**config.mk**
```make
export PLATFORM = sky130hd
export DESIGN_NAME = texel_format_expander_top
export DESIGN_NICKNAME = d
export VERILOG_FILES = /design/src/hdl/tfe_pkg.sv /design/src/hdl/texel_format_expander_top.sv /design/src/hdl/tfe_front.sv /design/src/hdl/tfe_queue.sv /design/src/hdl/tfe_back.sv
export SDC_FILE = /design/constraint.sdc
export NUM_CORES = 1
export LEC_CHECK = 0
export BUFFER_PORTS_ARGS = -buffer_cell sky130_fd_sc_hd__buf_2
export CORE_MARGIN = 4
export CORE_UTILIZATION = 40
export CTS_CLUSTER_SIZE = 14
export DETAILED_ROUTE_END_ITERATION = 16
export HOLD_SLACK_MARGIN = 0.12
export PLACE_DENSITY_LB_ADDON = 0.05
export SETUP_SLACK_MARGIN = 0.4
export SYNTH_ARGS = -nofsm -noshare
export SYNTH_HDL_FRONTEND = slang
export SYNTH_SLANG_ARGS = --single-unit
```
**constraint.sdc**
```tcl
create_clock -name aclk -period 5.9 [get_ports aclk]
set_clock_uncertainty 0.15 [all_clocks]
set_input_delay 0.295 -clock aclk [delete_from_list [all_inputs] [get_ports aclk]]
set_output_delay 0.295 -clock aclk [all_outputs]
set_load 0.02 [all_outputs]
```
**src/hdl/tfe_pkg.sv**
```systemverilog
`timescale 1ns / 1ps

package tfe_pkg;

    localparam int DATA_W            = 8;
    localparam int EXP_W             = 4;
    localparam int MAX_SIDE_EXPONENT = 15;
    localparam int COUNT_W           = 2 * MAX_SIDE_EXPONENT;
    localparam int SHIFT_W           = EXP_W + 1;
    localparam int GATHER_W          = 3 * DATA_W;
    localparam int TEXEL_W           = 4 * DATA_W;
    localparam int QUEUE_DEPTH       = 4;
    localparam int CFG_INDEX_W       = 2;

    localparam logic [DATA_W-1:0] FMT_RGB888   = 8'h00;
    localparam logic [DATA_W-1:0] FMT_RGBA8888 = 8'h01;
    localparam logic [DATA_W-1:0] FMT_RGBA5551 = 8'h0f;
    localparam logic [DATA_W-1:0] FMT_RGBA4444 = 8'h10;
    localparam logic [DATA_W-1:0] FMT_RGB565   = 8'h11;

    localparam logic [CFG_INDEX_W-1:0] CFG_FORMAT_CODE     = 2'd0;
    localparam logic [CFG_INDEX_W-1:0] CFG_WIDTH_EXPONENT  = 2'd1;
    localparam logic [CFG_INDEX_W-1:0] CFG_HEIGHT_EXPONENT = 2'd2;

    typedef enum logic [2:0] {
        KIND_RGB888,
        KIND_RGBA8888,
        KIND_RGBA5551,
        KIND_RGBA4444,
        KIND_RGB565,
        KIND_BAD
    } kind_t;

    typedef struct packed {
        logic [TEXEL_W-1:0] bytes;  // newest byte lowest
        kind_t              kind;
        logic               last;
    } texel_t;

    typedef struct packed {
        logic [DATA_W-1:0]  format_code;
        logic [EXP_W-1:0]   width_exponent;
        logic [EXP_W-1:0]   height_exponent;
    } cfg_t;

    function automatic kind_t decode_format(input logic [DATA_W-1:0] code);
        kind_t k;
        unique case (code)
            FMT_RGB888:   k = KIND_RGB888;
            FMT_RGBA8888: k = KIND_RGBA8888;
            FMT_RGBA5551: k = KIND_RGBA5551;
            FMT_RGBA4444: k = KIND_RGBA4444;
            FMT_RGB565:   k = KIND_RGB565;
            default:      k = KIND_BAD;
        endcase
        return k;
    endfunction

    function automatic logic [EXP_W-1:0] sat_exp(input logic [EXP_W-1:0] e);
        return (e > EXP_W'(MAX_SIDE_EXPONENT)) ? EXP_W'(MAX_SIDE_EXPONENT) : e;
    endfunction

    // floor(v*255/31) = 8v + floor(7v/31); the second term counts thresholds
    function automatic logic [7:0] expand5(input logic [4:0] v);
        logic [2:0] adj;
        adj = 3'(v >= 5'd5) + 3'(v >= 5'd9) + 3'(v >= 5'd14) + 3'(v >= 5'd18)
            + 3'(v >= 5'd23) + 3'(v >= 5'd27) + 3'(v >= 5'd31);
        return {v, 3'b000} + 8'(adj);
    endfunction

    // floor(v*255/63) = 4v + floor(v/21)
    function automatic logic [7:0] expand6(input logic [5:0] v);
        logic [1:0] adj;
        adj = 2'(v >= 6'd21) + 2'(v >= 6'd42) + 2'(v >= 6'd63);
        return {v, 2'b00} + 8'(adj);
    endfunction

    function automatic logic [7:0] expand4(input logic [3:0] v);
        return {v, v};
    endfunction

endpackage

```
**src/hdl/texel_format_expander_top.sv**
```systemverilog
`timescale 1ns / 1ps

// Texel format expander: takes raw texture bytes one per clock and returns one
// BGRA8888 pixel per completed texel (2, 3 or 4 bytes depending on
// format_code), with last_pixel on the final pixel of a 2^(w+h) image, or one
// bad_format transaction per byte when the format code is unsupported. A
// byte is accepted in every cycle while the four-entry queue between the byte
// gatherer and the expansion/output stage has room; that queue fills only when
// m_ready stays low. A completed texel is written into the queue and its pixel
// is registered in the output stage. The user must write configuration through
// cfg_wr_en/cfg_index/cfg_wdata only while the block is idle; it is not enforced.
module texel_format_expander_top (
    input  logic                            aclk,
    input  logic                            aresetn,
    input  logic                            cfg_wr_en,
    input  logic [tfe_pkg::CFG_INDEX_W-1:0] cfg_index,
    input  logic [tfe_pkg::DATA_W-1:0]      cfg_wdata,
    input  logic                            s_valid,
    output logic                            s_ready,
    input  logic [tfe_pkg::DATA_W-1:0]      s_data_byte,
    output logic                            m_valid,
    input  logic                            m_ready,
    output logic [tfe_pkg::DATA_W-1:0]      m_blue,
    output logic [tfe_pkg::DATA_W-1:0]      m_green,
    output logic [tfe_pkg::DATA_W-1:0]      m_red,
    output logic [tfe_pkg::DATA_W-1:0]      m_alpha,
    output logic                            m_last_pixel,
    output logic                            m_bad_format
);

    tfe_pkg::cfg_t   cfg_reg, cfg_next;
    tfe_pkg::texel_t push_data, pop_data;
    logic            push, pop, q_empty, q_full, in_fire;

    always_comb begin
        cfg_next = cfg_reg;
        if (cfg_wr_en) begin
            case (cfg_index)
                tfe_pkg::CFG_FORMAT_CODE:     cfg_next.format_code = cfg_wdata;
                tfe_pkg::CFG_WIDTH_EXPONENT:
                    cfg_next.width_exponent = cfg_wdata[tfe_pkg::EXP_W-1:0];
                tfe_pkg::CFG_HEIGHT_EXPONENT:
                    cfg_next.height_exponent = cfg_wdata[tfe_pkg::EXP_W-1:0];
                default: ;
            endcase
        end
    end

    always_ff @(posedge aclk) begin
        if (!aresetn) begin
            cfg_reg <= '0;
        end else begin
            cfg_reg <= cfg_next;
        end
    end

    assign s_ready = !q_full;
    assign in_fire = s_valid && s_ready;

    tfe_front u_front (
        .aclk      (aclk),
        .aresetn   (aresetn),
        .cfg       (cfg_reg),
        .in_fire   (in_fire),
        .in_byte   (s_data_byte),
        .push      (push),
        .push_data (push_data)
    );

    tfe_queue u_queue (
        .aclk      (aclk),
        .aresetn   (aresetn),
        .push      (push),
        .push_data (push_data),
        .pop       (pop),
        .pop_data  (pop_data),
        .empty     (q_empty),
        .full      (q_full)
    );

    tfe_back u_back (
        .aclk         (aclk),
        .aresetn      (aresetn),
        .texel        (pop_data),
        .texel_avail  (!q_empty),
        .texel_pop    (pop),
        .m_valid      (m_valid),
        .m_ready      (m_ready),
        .m_blue       (m_blue),
        .m_green      (m_green),
        .m_red        (m_red),
        .m_alpha      (m_alpha),
        .m_last_pixel (m_last_pixel),
        .m_bad_format (m_bad_format)
    );

endmodule

```
**src/hdl/tfe_front.sv**
```systemverilog
`timescale 1ns / 1ps

module tfe_front (
    input  logic                          aclk,
    input  logic                          aresetn,
    input  tfe_pkg::cfg_t                 cfg,
    input  logic                          in_fire,
    input  logic [tfe_pkg::DATA_W-1:0]    in_byte,
    output logic                          push,
    output tfe_pkg::texel_t               push_data
);

    logic [tfe_pkg::GATHER_W-1:0] gathered_reg, gathered_next;
    logic [1:0]                   phase_reg, phase_next;
    logic [tfe_pkg::COUNT_W-1:0]  count_reg, count_next;

    tfe_pkg::kind_t               kind;
    logic [2:0]                   bytes_needed;
    logic                         complete;
    logic [tfe_pkg::SHIFT_W-1:0]  shift;
    logic [tfe_pkg::COUNT_W:0]    span;
    logic [tfe_pkg::COUNT_W-1:0]  last_index;
    logic                         at_last;

    always_comb begin
        kind = tfe_pkg::decode_format(cfg.format_code);
        unique case (kind)
            tfe_pkg::KIND_RGB888:   bytes_needed = 3'd3;
            tfe_pkg::KIND_RGBA8888: bytes_needed = 3'd4;
            default:                bytes_needed = 3'd2;
        endcase
        complete = ({1'b0, phase_reg} + 3'd1) >= bytes_needed;

        shift = {1'b0, tfe_pkg::sat_exp(cfg.width_exponent)}
              + {1'b0, tfe_pkg::sat_exp(cfg.height_exponent)};
        span       = (tfe_pkg::COUNT_W+1)'(1) << shift;
        last_index = tfe_pkg::COUNT_W'(span - (tfe_pkg::COUNT_W+1)'(1));
        at_last    = count_reg >= last_index;
    end

    always_comb begin
        gathered_next   = gathered_reg;
        phase_next      = phase_reg;
        count_next      = count_reg;
        push            = 1'b0;
        push_data.bytes = {gathered_reg, in_byte};
        push_data.kind  = kind;
        push_data.last  = 1'b0;
        if (in_fire) begin
            if (kind == tfe_pkg::KIND_BAD) begin
                push = 1'b1;
            end else if (!complete) begin
                gathered_next = {gathered_reg[tfe_pkg::GATHER_W-tfe_pkg::DATA_W-1:0], in_byte};
                phase_next    = phase_reg + 2'd1;
            end else begin
                push           = 1'b1;
                push_data.last = at_last;
                gathered_next  = '0;
                phase_next     = '0;
                count_next     = at_last ? '0 : count_reg + tfe_pkg::COUNT_W'(1);
            end
        end
    end

    always_ff @(posedge aclk) begin
        if (!aresetn) begin
            gathered_reg <= '0;
            phase_reg    <= '0;
            count_reg    <= '0;
        end else begin
            gathered_reg <= gathered_next;
            phase_reg    <= phase_next;
            count_reg    <= count_next;
        end
    end

endmodule

```
**src/hdl/tfe_queue.sv**
```systemverilog
`timescale 1ns / 1ps

module tfe_queue (
    input  logic            aclk,
    input  logic            aresetn,
    input  logic            push,
    input  tfe_pkg::texel_t push_data,
    input  logic            pop,
    output tfe_pkg::texel_t pop_data,
    output logic            empty,
    output logic            full
);

    localparam int PTR_W = $clog2(tfe_pkg::QUEUE_DEPTH);
    localparam int CNT_W = $clog2(tfe_pkg::QUEUE_DEPTH + 1);

    tfe_pkg::texel_t  slots_reg [tfe_pkg::QUEUE_DEPTH];
    logic [PTR_W-1:0] wr_ptr_reg, wr_ptr_next;
    logic [PTR_W-1:0] rd_ptr_reg, rd_ptr_next;
    logic [CNT_W-1:0] count_reg, count_next;

    assign empty    = count_reg == '0;
    assign full     = count_reg == CNT_W'(tfe_pkg::QUEUE_DEPTH);
    assign pop_data = slots_reg[rd_ptr_reg];

    always_comb begin
        wr_ptr_next = push ? wr_ptr_reg + PTR_W'(1) : wr_ptr_reg;
        rd_ptr_next = pop  ? rd_ptr_reg + PTR_W'(1) : rd_ptr_reg;
        count_next  = count_reg + CNT_W'(push) - CNT_W'(pop);
    end

    always_ff @(posedge aclk) begin
        if (push) begin
            slots_reg[wr_ptr_reg] <= push_data;
        end
    end

    always_ff @(posedge aclk) begin
        if (!aresetn) begin
            wr_ptr_reg <= '0;
            rd_ptr_reg <= '0;
            count_reg  <= '0;
        end else begin
            wr_ptr_reg <= wr_ptr_next;
            rd_ptr_reg <= rd_ptr_next;
            count_reg  <= count_next;
        end
    end

endmodule

```
**src/hdl/tfe_back.sv**
```systemverilog
`timescale 1ns / 1ps

module tfe_back (
    input  logic                       aclk,
    input  logic                       aresetn,
    input  tfe_pkg::texel_t            texel,
    input  logic                       texel_avail,
    output logic                       texel_pop,
    output logic                       m_valid,
    input  logic                       m_ready,
    output logic [tfe_pkg::DATA_W-1:0] m_blue,
    output logic [tfe_pkg::DATA_W-1:0] m_green,
    output logic [tfe_pkg::DATA_W-1:0] m_red,
    output logic [tfe_pkg::DATA_W-1:0] m_alpha,
    output logic                       m_last_pixel,
    output logic                       m_bad_format
);

    logic                       valid_reg, valid_next;
    logic [tfe_pkg::DATA_W-1:0] blue_reg, green_reg, red_reg, alpha_reg;
    logic                       last_reg, bad_reg;
    logic [tfe_pkg::DATA_W-1:0] blue_next, green_next, red_next, alpha_next;
    logic                       last_next, bad_next;
    logic [15:0]                pair;
    logic [tfe_pkg::TEXEL_W-1:0] full;

    assign texel_pop = texel_avail && (!valid_reg || m_ready);

    always_comb begin
        full = texel.bytes;
        // two-byte texels are little endian: older byte is the low byte
        pair = {full[7:0], full[15:8]};
        blue_next  = '0;
        green_next = '0;
        red_next   = '0;
        alpha_next = 8'd255;
        last_next  = texel.last;
        bad_next   = 1'b0;
        unique case (texel.kind)
            tfe_pkg::KIND_RGB888: begin
                red_next   = full[23:16];
                green_next = full[15:8];
                blue_next  = full[7:0];
            end
            tfe_pkg::KIND_RGBA8888: begin
                red_next   = full[31:24];
                green_next = full[23:16];
                blue_next  = full[15:8];
                alpha_next = full[7:0];
            end
            tfe_pkg::KIND_RGBA5551: begin
                red_next   = tfe_pkg::expand5(pair[15:11]);
                green_next = tfe_pkg::expand5(pair[10:6]);
                blue_next  = tfe_pkg::expand5(pair[5:1]);
                alpha_next = pair[0] ? 8'd255 : 8'd0;
            end
            tfe_pkg::KIND_RGBA4444: begin
                red_next   = tfe_pkg::expand4(pair[15:12]);
                green_next = tfe_pkg::expand4(pair[11:8]);
                blue_next  = tfe_pkg::expand4(pair[7:4]);
                alpha_next = tfe_pkg::expand4(pair[3:0]);
            end
            tfe_pkg::KIND_RGB565: begin
                red_next   = tfe_pkg::expand5(pair[15:11]);
                green_next = tfe_pkg::expand6(pair[10:5]);
                blue_next  = tfe_pkg::expand5(pair[4:0]);
            end
            default: begin
                alpha_next = '0;
                last_next  = 1'b0;
                bad_next   = 1'b1;
            end
        endcase

        if (texel_pop) begin
            valid_next = 1'b1;
        end else if (m_ready) begin
            valid_next = 1'b0;
        end else begin
            valid_next = valid_reg;
        end
    end

    always_ff @(posedge aclk) begin
        if (!aresetn) begin
            valid_reg <= 1'b0;
        end else begin
            valid_reg <= valid_next;
        end
    end

    always_ff @(posedge aclk) begin
        if (texel_pop) begin
            blue_reg  <= blue_next;
            green_reg <= green_next;
            red_reg   <= red_next;
            alpha_reg <= alpha_next;
            last_reg  <= last_next;
            bad_reg   <= bad_next;
        end
    end

    assign m_valid      = valid_reg;
    assign m_blue       = blue_reg;
    assign m_green      = green_reg;
    assign m_red        = red_reg;
    assign m_alpha      = alpha_reg;
    assign m_last_pixel = last_reg;
    assign m_bad_format = bad_reg;

endmodule

```
Word level (Yosys, flattened, before mapping). Memories as Yosys holds them, arrays and structs flattened. A register that Yosys moved wholly into a read port is not among the register bits. Index checks and enable logic that the tools add are counted. W data, S select, Z words.

Register bits: 114. Bits in writable memories: 144. Input port bits: 23. Memories: 1.

Add/sub/neg operators: 40. $lt $le $gt $ge: 35. Equality and inequality tests: 13. Shift-type cells: 1. Mux-type cells: 25. Bitwise gates (word level): 1. Reductions and logical operators: 20.

Memories: u_queue.slots_reg (words 4, bits a word 36, read ports 1, clocked after Yosys merged registers in 1, wr ports 1, RTL line tfe_queue.sv:17) `tfe_pkg::texel_t slots_reg [tfe_pkg::QUEUE_DEPTH];`.

Operators by type and width (number): $ge A5 B5 Y1 const B (16); $pmux W8 S5 (2); $pmux W8 S4 (2); $add A3 B1 Y3 (21); $ge A5 B4 Y1 const B (8); $add A8 B3 Y8 (4); $add A30 B1 Y30 const B (1); $ge A30 B30 Y1 (1); $mux W30 (1); $shl A1 B5 Y30 const A (1); $sub A30 B1 Y30 const B (1); $mux W24 (1); $ge A5 B3 Y1 const B (4); $eq A8 B5 Y1 const B (2); $pmux W3 S5 (1); $ge A6 B6 Y1 const B (2); $mux W1 (11); $add A1 B1 Y2 (5); $eq A3 B3 Y1 const B (3); $logic_not A3 Y1 (3); $add A8 B2 Y8 (1); $eq A8 B1 Y1 const B (1); $eq A8 B4 Y1 const B (1); $gt A4 B4 Y1 const B (2); 26 further kinds (40).

Logic depth before layout (Yosys ltp). Gate-level depths: netlist of run 1.

Word-level depth: 10. Gate-level depth with buffers: 22. Depth with buffers taken out: 20.

Cells and area by module. Synthesis of run 1 repeated with hierarchy kept, for this count alone.

Cell total of the unflattened synthesis: 1121. Area total of the unflattened synthesis: 13345.3 um2.

By module, submodules not included: tfe_queue (instances 1, cells an instance 231, area an instance 5691.7 um2, seq. area each 4504.3 um2); tfe_front (instances 1, cells an instance 543, area an instance 4111.4 um2, seq. area each 1121.1 um2); tfe_back (instances 1, cells an instance 282, area an instance 2912.8 um2, seq. area each 1041.0 um2); texel_format_expander_top (instances 1, cells an instance 65, area an instance 629.4 um2, seq. area each 320.3 um2).

Worst setup path after synthesis of run 1. Ideal clock, no wire load.

Path type: reg-to-reg. Start: register cfg_reg[0] (netlist bit). End: memory u_queue.slots_reg[0][0] (netlist bit), data pin. Setup time: 0.266 ns. Data arrival time: 4.264 ns. Slack: 1.220 ns. Cell stages (with the launch flop): 19. Buffers on the path: 2. Clock period less this slack: 4.680 ns. Cell sequence: dfxtp_1 > ha_1 > inv_1 > fa_1 > xor2_1 > clkbuf_1 > nand3_1 > or2_2 > ha_1 > clkbuf_1 > o31ai_1 > o41ai_1 > a221oi_1 > ha_1 > and4_1 > a41o_1 > nor4b_2 > o21a_1 > nor2_1.

RTL lines: start: declaration (RTL line texel_format_expander_top.sv:31) `tfe_pkg::cfg_t cfg_reg, cfg_next;`; start signal: assignment (RTL line texel_format_expander_top.sv:53) `cfg_reg <= cfg_next;`; end: declaration (RTL line tfe_queue.sv:17).

Worst setup path in the final report of run 1.
Start: register cfg_reg[0] (netlist bit). End: register u_front.count_reg[25] (netlist bit).

Cells in the longest elaborated chain, start to end: 7.

Ends and longest elaborated chain: $gt A4 B4 Y1 (RTL line tfe_pkg.sv:60) `return (e > EXP_W'(MAX_SIDE_EXPONENT)) ? EXP_W'(MAX_SIDE_EXPONENT) : e;`; $mux W4 (*) (RTL line tfe_pkg.sv:60); $add A4 B4 Y5 (*) (RTL line tfe_front.sv:35) `+ {1'b0, tfe_pkg::sat_exp(cfg.height_exponent)};`; $shl A1 B5 Y30 (*) (RTL line tfe_front.sv:36) `span = (tfe_pkg::COUNT_W+1)'(1) << shift;`; $sub A30 B1 Y30 (*) (RTL line tfe_front.sv:37) `last_index = tfe_pkg::COUNT_W'(span - (tfe_pkg::COUNT_W+1)'(1));`; $ge A30 B30 Y1 (*) (RTL line tfe_front.sv:38) `at_last = count_reg >= last_index;`; $mux W30 (*) (RTL line tfe_front.sv:60) `count_next = at_last ? '0 : count_reg + tfe_pkg::COUNT_W'(1);`; end signal: assignment (RTL line tfe_front.sv:73) `count_reg <= count_next;`; end: declaration (RTL line tfe_front.sv:15) `logic [tfe_pkg::COUNT_W-1:0] count_reg, count_next;`.

Mark *: on every way between the ends. The rest lies on a longest branch, timed or not. A chain may end at the register's enable or synchronous reset.

==> flow_metrics.env, run 1 <==
export IMPL_final_nets=1296
export IMPL_drv_cap=0
export IMPL_synth_top_family_by_area="simple AND/OR/NAND/NOR gates"
export IMPL_wl_per_cell_um=19.3
export IMPL_critPathLaunchType="flop"
export IMPL_clkPwrFrac_pct=27.4
export IMPL_synthAdderAreaFrac_pct=7.79
export IMPL_ys_flop_type="edfxtp_1"
export IMPL_netlist_area_um2=13200
export IMPL_rsz0062_at_grt="no"
export IMPL_hold_viol_final=0
export IMPL_run_status="complete, no violations"
export IMPL_numCtsBuffers=30
export IMPL_fillCellCount=3084
export IMPL_worst_pin_slew_ps=1080
export IMPL_synth_nets=1217
export IMPL_critPathSlowestCell="fa_1"
export IMPL_synth_edf_count=178
export IMPL_power_leakage_nw=5.42
export IMPL_combPwrFrac_pct=39.4
export IMPL_synth_area_top_cells="edfxtp_1 (41%), dfxtp_1 (12%), mux4_2 (6.2%)"
export IMPL_synth_top_area_share_pct=40.6
export IMPL_r2r_start="cfg_reg[0]$_SDFFE_PN0P_"
export IMPL_slew_viol_final=0
export IMPL_first_pass_iters=5
export IMPL_row_count=66
export IMPL_cts_resized=0
export IMPL_cpLargestDelayFamily="adder cells"
export IMPL_antenna_found_initial=0
export IMPL_required_ps=6180
export IMPL_critPathBufInv=2
export IMPL_routed_via_density=5.37
export IMPL_slew_headroom_pct=27.9
export IMPL_grt_max_degree=39
export IMPL_ioPinCount=59
export IMPL_yosysUniqueCellTypes=65
export IMPL_area_growth_syn_to_layout_pct=16.4
export IMPL_ys_ff_latch=260
export IMPL_largest_reg_flops=144
export IMPL_async_reset_ff_share_pct=0
export IMPL_start_util_pct=40.5
export IMPL_ctsHtreeMaxLevel=1
export IMPL_max_freq_mhz=203
export IMPL_crit_path_end_kind="flop"
export IMPL_syn_inst=1121
export IMPL_p_total_mw=7.29
export IMPL_min_period_over_period_pct=83.6
export IMPL_reg2reg_to="u_front.count_reg[25]$_SDFFE_PN0P_"
export IMPL_cp_depth=17
export IMPL_die_w_um=189
export IMPL_first_global_vias=9318
export IMPL_internal_power_mw=4.70
export IMPL_drtIter0Drc=550
export IMPL_crit_path_frequent_cell="ha_1"
export IMPL_gr_usage_all_layers_pct=18.1
export IMPL_synth_simple_area_share_pct=13.6
export IMPL_grt_pass1_wl_mm=51.9
export IMPL_ys_seq_area_share_pct=53.1
export IMPL_clockRootBuffer="clkbuf_16"
export IMPL_antenna_cells=0
export IMPL_clk_path_buf_depth=3
export IMPL_place_hpwl_mm=22.2
export IMPL_num_vias=8939
export IMPL_synth_most_common_cell="edfxtp_1"
export IMPL_place_congestion=0.843
export IMPL_post_cts_setup_buffer_count=0
export IMPL_cts_tree="yes"
export IMPL_synth_mux_area_share_pct=9.57
export IMPL_yosys_top_cells_count="edfxtp_1 (178), nand2_1 (125), dfxtp_1 (82)"
export IMPL_synth_xor_area_share_pct=2.66
export IMPL_grt_overflow_total=0
export IMPL_p_seq_share_pct=33.2
export IMPL_yosysTopAreaCell="edfxtp_1"
export IMPL_hp_start="cfg_wr_en"
export IMPL_min_path_cells=4
export IMPL_synth_compound_area_share_pct=10.4
export IMPL_fin_crit_ps=4930
export IMPL_switching_share_pct=35.5
export IMPL_fin_setup_tns_ps=0
export IMPL_clk_pin_slew_worst_paths_ps=50
export IMPL_insertion_delay_ps=550
export IMPL_ant_nets=0
export IMPL_die_y_um=189
export IMPL_layout_drive_gt1_share_pct=16.1
export IMPL_vdd_ir_drop_max_mv=0.259
export IMPL_coreArea_um2=32500
export IMPL_hold_path_class="in -> reg"
export IMPL_reg2reg_slack_ps=970
export IMPL_cts_hold_buf=31
export IMPL_die_area_um2=35900
export IMPL_critPathKind="reg -> reg"
export IMPL_cts_sinks=260
export IMPL_switchingPower_mw=2.59
export IMPL_portBuffers=58
export IMPL_power_density_nw_per_um2=475
export IMPL_r2r_cells=17
export IMPL_cp_arrival_ps=5210
export IMPL_setup_viol=0
export IMPL_whs_endpoint="cfg_reg[5]$_SDFFE_PN0P_"
export IMPL_drc=0
export IMPL_critPathLaunch="cfg_reg[0]$_SDFFE_PN0P_"
export IMPL_yosysWarnings=0
export IMPL_max_stage_delay_ps=820
export IMPL_drt_wl_total_mm=32.2
export IMPL_postSynthAreaPerCell_um2=11.7
export IMPL_crit_fanout=16
export IMPL_cp_cell_sequence="ha_1, inv_1, fa_1, nand3_1, or2_2, ha_1, a2111oi_0, a21oi_1, a2bb2oi_1, ha_1, and4_1, nand4_1, o211a_1, o31a_1, o31ai_4, buf_4, nor2_1"
cells in the final DEF (no fill, tap or decap), types with 18 or more instances in the layout:
cell type / instances
edfxtp_1: 178
nand2_1: 125
dfxtp_1: 80
nor2_1: 67
a21oi_1: 60
ha_1: 58
buf_2: 58
nand3_1: 48
o21ai_0: 47
mux4_2: 36
mux2i_1: 36
clkbuf_16: 31
dlygate4sd3_1: 31
a21boi_0: 30
inv_1: 29
nor2b_1: 29
xnor2_1: 22
nor3_1: 18
xor2_1: 18
buf_4: 18
worst max-delay path by stage:
stage                                               endpoint
final                     u_front.count_reg[25]$_SDFFE_PN0P_
after global routing      u_front.count_reg[13]$_SDFFE_PN0P_
after CTS                 u_front.count_reg[25]$_SDFFE_PN0P_
after detailed placement  u_front.count_reg[25]$_SDFFE_PN0P_
after global placement     u_queue.slots_reg[2][0]$_DFFE_PP_
after floorplan            u_queue.slots_reg[0][0]$_DFFE_PP_
power groups by stage:
stage                     Clock, mW  Sequential, mW  Combinational (mW)
after floorplan                   0            2.59                1.92
after global placement            0            2.47                2.87
after detailed placement          0            2.47                2.87
after CTS                      2.04            2.43                2.90
after global routing           2.13            2.46                3.20
final                          1.99            2.42                2.87
layer usage:
metal,vias up,global-route usage (%),share of wire (%)
met5,-,0,0
met3,64,2.65,4.3
li1,4313,-,-
met4,0,5.56,3.1
met1,4357,22.5,43
met2,205,32.7,50
tightest hold or removal path: stages:
cell	delay [ps]
buf_2	110
nand3b_1	240
mux2i_1	120
nor2b_1	90
cell type report:
cell class              count  area (um2)  area share (%)
clock buffers              44         905            5.90
clock inverters            12         188            1.22
inverters                  30         113           0.735
multi-input cells         771        5850            38.1
flip-flops and latches    260        6990            45.6
well taps                 442         553            3.61
repair buffers            107         736            4.80
through the flow:
step                cells  hold slack [ps]  instance area [um2]  worst slack, ps  utilization, %
floorplan            1121              244                13200             1220               -
global placement     1579              303                13900             1040            42.8
detailed placement   1579              322                13900              995            42.8
CTS                  1666              183                15300              966            47.1
global route         1666              211                15300              544            47.1
finish               1666              200                15300              966            47.1
cells by family after synthesis:
family,Yosys count
xor+xnor,40
simple gates,365
mux,80
buf+inv,90
compound gates,213
flops,260
fa+ha+maj,73
(Power assumes the default switching activity.)
==> run 2, diff against run 1 <==
- ABC_AREA: not set -> 1
- clock period: 5.9 -> 4.84 ns (I/O delays scaled with it)
==> run 2 against run 1 <==
Effect of this change: sequential share of layout area is 1.7 points lower; final area is 3.9% higher; critical path depth is 2 lower; critical path type unchanged; critical endpoint is now u_back.m_red[2]$_DFFE_PP_; largest power group unchanged; highest routed layer unchanged.
==> flow_metrics.env, run 2 <==
export IMPL_rsz0062_at_grt="no"
export IMPL_postSynthAreaPerCell_um2=9.35
export IMPL_run_status="complete, no violations"
export IMPL_slew_headroom_pct=33.0
export IMPL_drc=0
export IMPL_syn_inst=1461
export IMPL_ys_flop_type="edfxtp_1"
export IMPL_instances_no_fill=2040
export IMPL_required_ps=4950
export IMPL_cts_sinks=260
export IMPL_die_area_um2=37200
export IMPL_clk_pin_slew_worst_paths_ps=60
export IMPL_gr_usage_all_layers_pct=18.6
export IMPL_grt_use_met2_pct=32.4
export IMPL_largest_reg_flops=144
export IMPL_cts_tree="yes"
export IMPL_crit_path_frequent_cell="fa_1"
export IMPL_first_pass_iters=5
export IMPL_coreArea_um2=33600
export IMPL_layout_commonest_cell="nand2_1"
export IMPL_yosysTopAreaCell="edfxtp_1"
export IMPL_grt_pass1_wl_mm=54.8
export IMPL_max_freq_mhz=237
export IMPL_yosysUniqueCellTypes=55
export IMPL_insertion_delay_ps=550
export IMPL_power_leakage_nw=6.39
export IMPL_area_growth_syn_to_layout_pct=16.7
export IMPL_synth_area_top_cells="edfxtp_1 (39%), dfxtp_1 (12%), nand2_1 (8.5%)"
export IMPL_ioPinCount=59
export IMPL_row_count=67
export IMPL_portBuffers=58
export IMPL_start_util_pct=40.6
export IMPL_gr_usage_met1_pct=24.3
export IMPL_layout_drive_gt1_share_pct=16.4
export IMPL_antenna_cells=0
export IMPL_clockRootBuffer="clkbuf_16"
export IMPL_power_density_nw_per_um2=618
export IMPL_slew_viol_final=0
export IMPL_synth_top_area_share_pct=39.1
export IMPL_ys_ff_latch=260
export IMPL_dpl_cell_count=1945
export IMPL_wl_per_cell_um=16.9
export IMPL_fin_crit_ps=4210
export IMPL_critPathLaunchType="flop"
export IMPL_final_nets=1665
export IMPL_ys_seq_area_share_pct=51.2
export IMPL_drt_wl_total_mm=34.6
export IMPL_critPathKind="reg -> reg"
export IMPL_hold_viol_final=0
export IMPL_routed_via_density=5.09
export IMPL_crit_path_end_kind="flop"
export IMPL_ant_nets=0
export IMPL_antenna_found_initial=0
export IMPL_synth_nets=1557
export IMPL_critPathSlowestCell="fa_1"
export IMPL_max_stage_delay_ps=550
export IMPL_drtIter0Drc=502
export IMPL_drv_cap=0
export IMPL_hold_path_class="reg -> reg"
export IMPL_cpLargestDelayFamily="adder cells"
export IMPL_critPathBufInv=5
export IMPL_yosys_top_cells_count="nand2_1 (309), edfxtp_1 (178), nor2_1 (163)"
export IMPL_vdd_ir_drop_max_mv=0.313
export IMPL_first_global_vias=10100
export IMPL_place_hpwl_mm=23.6
export IMPL_die_w_um=193
export IMPL_min_period_over_period_pct=87.0
export IMPL_met3_usage_pct=2.30
export IMPL_grt_busiest_layer="met2"
export IMPL_crit_fanout=21
export IMPL_synth_most_common_cell="nand2_1"
export IMPL_async_reset_ff_share_pct=0
export IMPL_final_cell_mix="nand2_1 (307), edfxtp_1 (178), nor2_1 (155)"
export IMPL_cp_cell_sequence="clkinv_2, buf_4, a32oi_1, buf_4, inv_1, nor2_2, nand2_1, a21oi_1, fa_1, fa_1, ha_1, inv_1, fa_1, xor2_1, o221ai_1"
export IMPL_grt_max_degree=75
export IMPL_p_total_mw=9.84
export IMPL_clk_path_buf_depth=3
export IMPL_setup_viol=0
export IMPL_num_vias=10400
export IMPL_numCtsBuffers=29
export IMPL_die_y_um=193
export IMPL_netlist_area_um2=13700
export IMPL_fillCellCount=3223
export IMPL_fin_setup_tns_ps=0
export IMPL_yosysWarnings=0
export IMPL_ctsHtreeMaxLevel=1
export IMPL_synth_edf_count=178
export IMPL_place_congestion=0.872
export IMPL_worst_pin_slew_ps=999
export IMPL_cp_arrival_ps=4320
export IMPL_grt_overflow_total=0
## run 2: cell families after synthesis
| group | synth area share, % |
|---|---|
| AOI/OAI and AO/OA | 12.1 |
| xor gates and xnor gates | 1.54 |
| adders and majority gates | 7.51 |
| buffers and inverters | 6.15 |
| DFF | 51.2 |
| muxes | 0.0733 |
| and+or+nand+nor | 21.4 |
## run 2: where the power goes
part | total, mW | switching, mW | internal (mW)
Clock | 2.32 | 0.895 | 1.43
Combinational | 4.53 | 2.98 | 1.55
Sequential | 2.99 | 0.103 | 2.89
Total | 9.84 | 3.98 | 5.86
## run 2: per-layer routing
layer / up-vias / wire length (um)
met4: 0 / 915
met2: 224 / 16500
met5: - / 0
met1: 4868 / 15700
met3: 57 / 1430
li1: 5232 / -
## run 2: worst paths after layout
path / from / end / slack [ps] / depth (start not counted)
max reg2reg: flop / u_back.m_red[2]$_DFFE_PP_ / 630 / 15
min: cfg_reg[3]$_SDFFE_PN0P_ / cfg_reg[3]$_SDFFE_PN0P_ / 300 / 2
max: flop / u_back.m_red[2]$_DFFE_PP_ / 630 / 15
min reg2reg: cfg_reg[3]$_SDFFE_PN0P_ / cfg_reg[3]$_SDFFE_PN0P_ / 300 / 2
## run 2: repair_timing
| action | CTS | global route |
|---|---|---|
| hold buffers | 37 | 0 |
| endpoints found under the setup margin | 23 | 40 |
| gates cloned | 0 | 1 |
| hold endpoints to repair | 77 | 0 |
| buffers inserted | 0 | 3 |
| pin swaps | 0 | 4 |
| gates resized for setup | 3 | 17 |
## run 2: stage by stage
step                      cell area (um2)  worst slack (ps)  util [%]  hold WS, ps
final                               15900               627      47.4          304
after global routing                15900               382      47.4          333
after CTS                           15800               427      47.1          296
after detailed placement            14400               321      43.0          294
after global placement              14400               340      43.0          293
after floorplan                     13700              1040         -          191
## run 2: cell type report
type | instances | area [um2] | area share (%)
inverter | 145 | 556 | 3.49
multi-input combinational | 1011 | 5920 | 37.2
clock inverter | 19 | 262 | 1.64
clock buffer | 35 | 748 | 4.70
tap | 448 | 561 | 3.52
sequential | 260 | 6990 | 43.9
timing repair buffer | 122 | 891 | 5.59
## run 2: worst min-delay path: cells and delay by family, from the launching register on
kind / cells / cell delay, ps
buffers and inverters: 1 / 50
flip-flops: 1 / 310
AO/OA/AOI/OAI: 1 / 50
==> run 3, diff against run 2 <==
- ABC_AREA: 1 -> not set
==> run 3 against run 2 <==
Effect of this change: via count fell by 12%; sequential cell count stayed put; worst setup slack got worse by 78 ps; sequential power is 2% lower; critical path depth fell by 2; maximum frequency decreased by 1.8%; clock-buffer cell count increased by 3; core utilization up 0.91 points; combinational power is 18% lower; total power is 9.9% lower; clock power down 5%; cell count is 16% lower; critical path type unchanged; largest power group unchanged.
==> flow_metrics.env, run 3 (synthesized netlist as in run 1, its figures left out) <==
export IMPL_grt_pass1_wl_mm=53.1
export IMPL_final_nets=1336
export IMPL_largest_reg_flops=144
export IMPL_row_count=66
export IMPL_area_growth_syn_to_layout_pct=19.3
export IMPL_hold_viol_final=0
export IMPL_multiInputGateArea_um2=6020
export IMPL_final_cell_mix="edfxtp_1 (178), nand2_1 (123), dfxtp_1 (78)"
export IMPL_first_pass_iters=5
export IMPL_crit_fanout=8
export IMPL_vdd_ir_drop_max_mv=0.302
export IMPL_critPathKind="reg -> reg"
export IMPL_p_total_mw=8.86
export IMPL_clk_path_buf_depth=3
export IMPL_insertion_delay_ps=540
export IMPL_critPathLaunchType="flop"
export IMPL_cp_cell_sequence="buf_4, mux4_2, or2_2, a211o_1, ha_1, fa_1, ha_1, inv_1, fa_1, xnor2_1, nand2_1, o31a_1, o21ai_0"
export IMPL_place_hpwl_mm=22.5
export IMPL_portBuffers=58
export IMPL_routed_via_density=5.34
export IMPL_layout_drive_gt1_share_pct=21.3
export IMPL_worst_pin_slew_ps=1080
export IMPL_layout_commonest_cell="edfxtp_1"
export IMPL_first_global_vias=9233
export IMPL_hold_path_class="in -> reg"
export IMPL_place_ws_ps=-66.2
export IMPL_cp_arrival_ps=4490
export IMPL_ioPinCount=59
export IMPL_die_w_um=189
export IMPL_gr_usage_all_layers_pct=18.5
export IMPL_antenna_found_initial=0
export IMPL_antenna_cells=0
export IMPL_place_area_um2=14200
export IMPL_cts_sinks=260
export IMPL_cts_tree="yes"
export IMPL_setup_slack_ps=549
export IMPL_fin_crit_ps=4290
export IMPL_num_vias=9099
export IMPL_drc=0
export IMPL_fillCellCount=3035
export IMPL_slew_headroom_pct=28.3
export IMPL_seqCellArea_um2=6990
export IMPL_clk_pin_slew_worst_paths_ps=60
export IMPL_crit_path_end_kind="flop"
export IMPL_start_util_pct=40.5
export IMPL_critPathSlowestCell="mux4_2"
export IMPL_drt_wl_total_mm=32.9
export IMPL_power_leakage_nw=5.63
export IMPL_grt_overflow_total=0
export IMPL_die_y_um=189
export IMPL_ant_nets=0
export IMPL_slew_viol_final=0
export IMPL_die_area_um2=35900
export IMPL_ctsHtreeMaxLevel=1
export IMPL_max_freq_mhz=233
export IMPL_min_period_over_period_pct=88.6
export IMPL_fin_setup_tns_ps=0
export IMPL_stdcell_area_um2=15700
export IMPL_rsz0062_at_grt="no"
export IMPL_setup_viol=0
export IMPL_required_ps=5040
export IMPL_place_congestion=0.825
export IMPL_grt_max_degree=54
export IMPL_coreArea_um2=32500
export IMPL_post_route_util_pct=48.3
export IMPL_drtIter0Drc=525
export IMPL_power_density_nw_per_um2=564
export IMPL_wl_per_cell_um=19.3
export IMPL_max_stage_delay_ps=650
export IMPL_run_status="complete, no violations"
export IMPL_clockRootBuffer="clkbuf_16"
export IMPL_numCtsBuffers=29
export IMPL_drv_cap=0
run 3: cell count changes in the layout (fill, tap and decap cells not counted), sizes merged, moves of 32 or more:
cell,previous run,this run
a21oi,112,61
buf,85,124
inv,145,31
mux2i,1,37
mux4,0,36
nand2,329,125
nand3,80,48
nor2,189,68
o21ai,79,47
run 3: worst max-delay path, delay by kind of cell (launching register included):
kind	cells	cell delay (ps)
muxes	1	650
DFF	1	420
buffers and inverters	2	280
AOI/OAI and AO/OA	3	620
xor gates and xnor gates	1	230
adders and majority gates	4	1320
and+or+nand+nor	2	440
run 3: path summary, 6_finish.rpt:
kind	to	from	slack, ps	cells past startpoint
max	u_back.m_red[2]$_DFFE_PP_	flop	550	13
min reg2reg	u_front.phase_reg[1]$_SDFFE_PN0P_	u_front.phase_reg[1]$_SDFFE_PN0P_	330	2
min	cfg_reg[4]$_SDFFE_PN0P_	cfg_wr_en	150	4
max reg2reg	u_back.m_red[2]$_DFFE_PP_	flop	550	13
run 3: power breakdown:
group | total (mW) | switching [mW] | internal (mW)
clock network | 2.21 | 0.882 | 1.33
registers | 2.93 | 0.116 | 2.82
logic | 3.72 | 2.22 | 1.49
run 3: final cells by class:
| type | instances | area share (%) |
|---|---|---|
| multi-input combinational | 772 | 38.3 |
| tap | 442 | 3.52 |
| clock buffer | 38 | 5.36 |
| timing repair buffer | 147 | 6.67 |
| sequential | 260 | 44.5 |
| inverter | 30 | 0.717 |
| clock inverter | 15 | 0.884 |
run 3: metal layers:
layer / vias up / track usage (%) / part of all wire, %
met3: 54 / 2.43 / 3.9
met1: 4452 / 24.1 / 44
met4: 0 / 4.15 / 2.6
met2: 201 / 33.1 / 50
li1: 4392 / - / -
met5: - / 0 / 0
run 3: through the flow:
step,instances,hold WS [ps]
floorplan,1121,191
global placement,1615,313
detailed placement,1615,325
CTS,1701,120
global route,1704,161
finish,1704,150
run 3: timing repair:
item / CTS / global route
hold buffers: 23 / 0
endpoints found under the setup margin: 35 / 38
gates cloned: 1 / 0
pin swaps: 6 / 14
hold endpoints to repair: 57 / 0
setup buffers: 9 / 3
resized for setup: 6 / 37
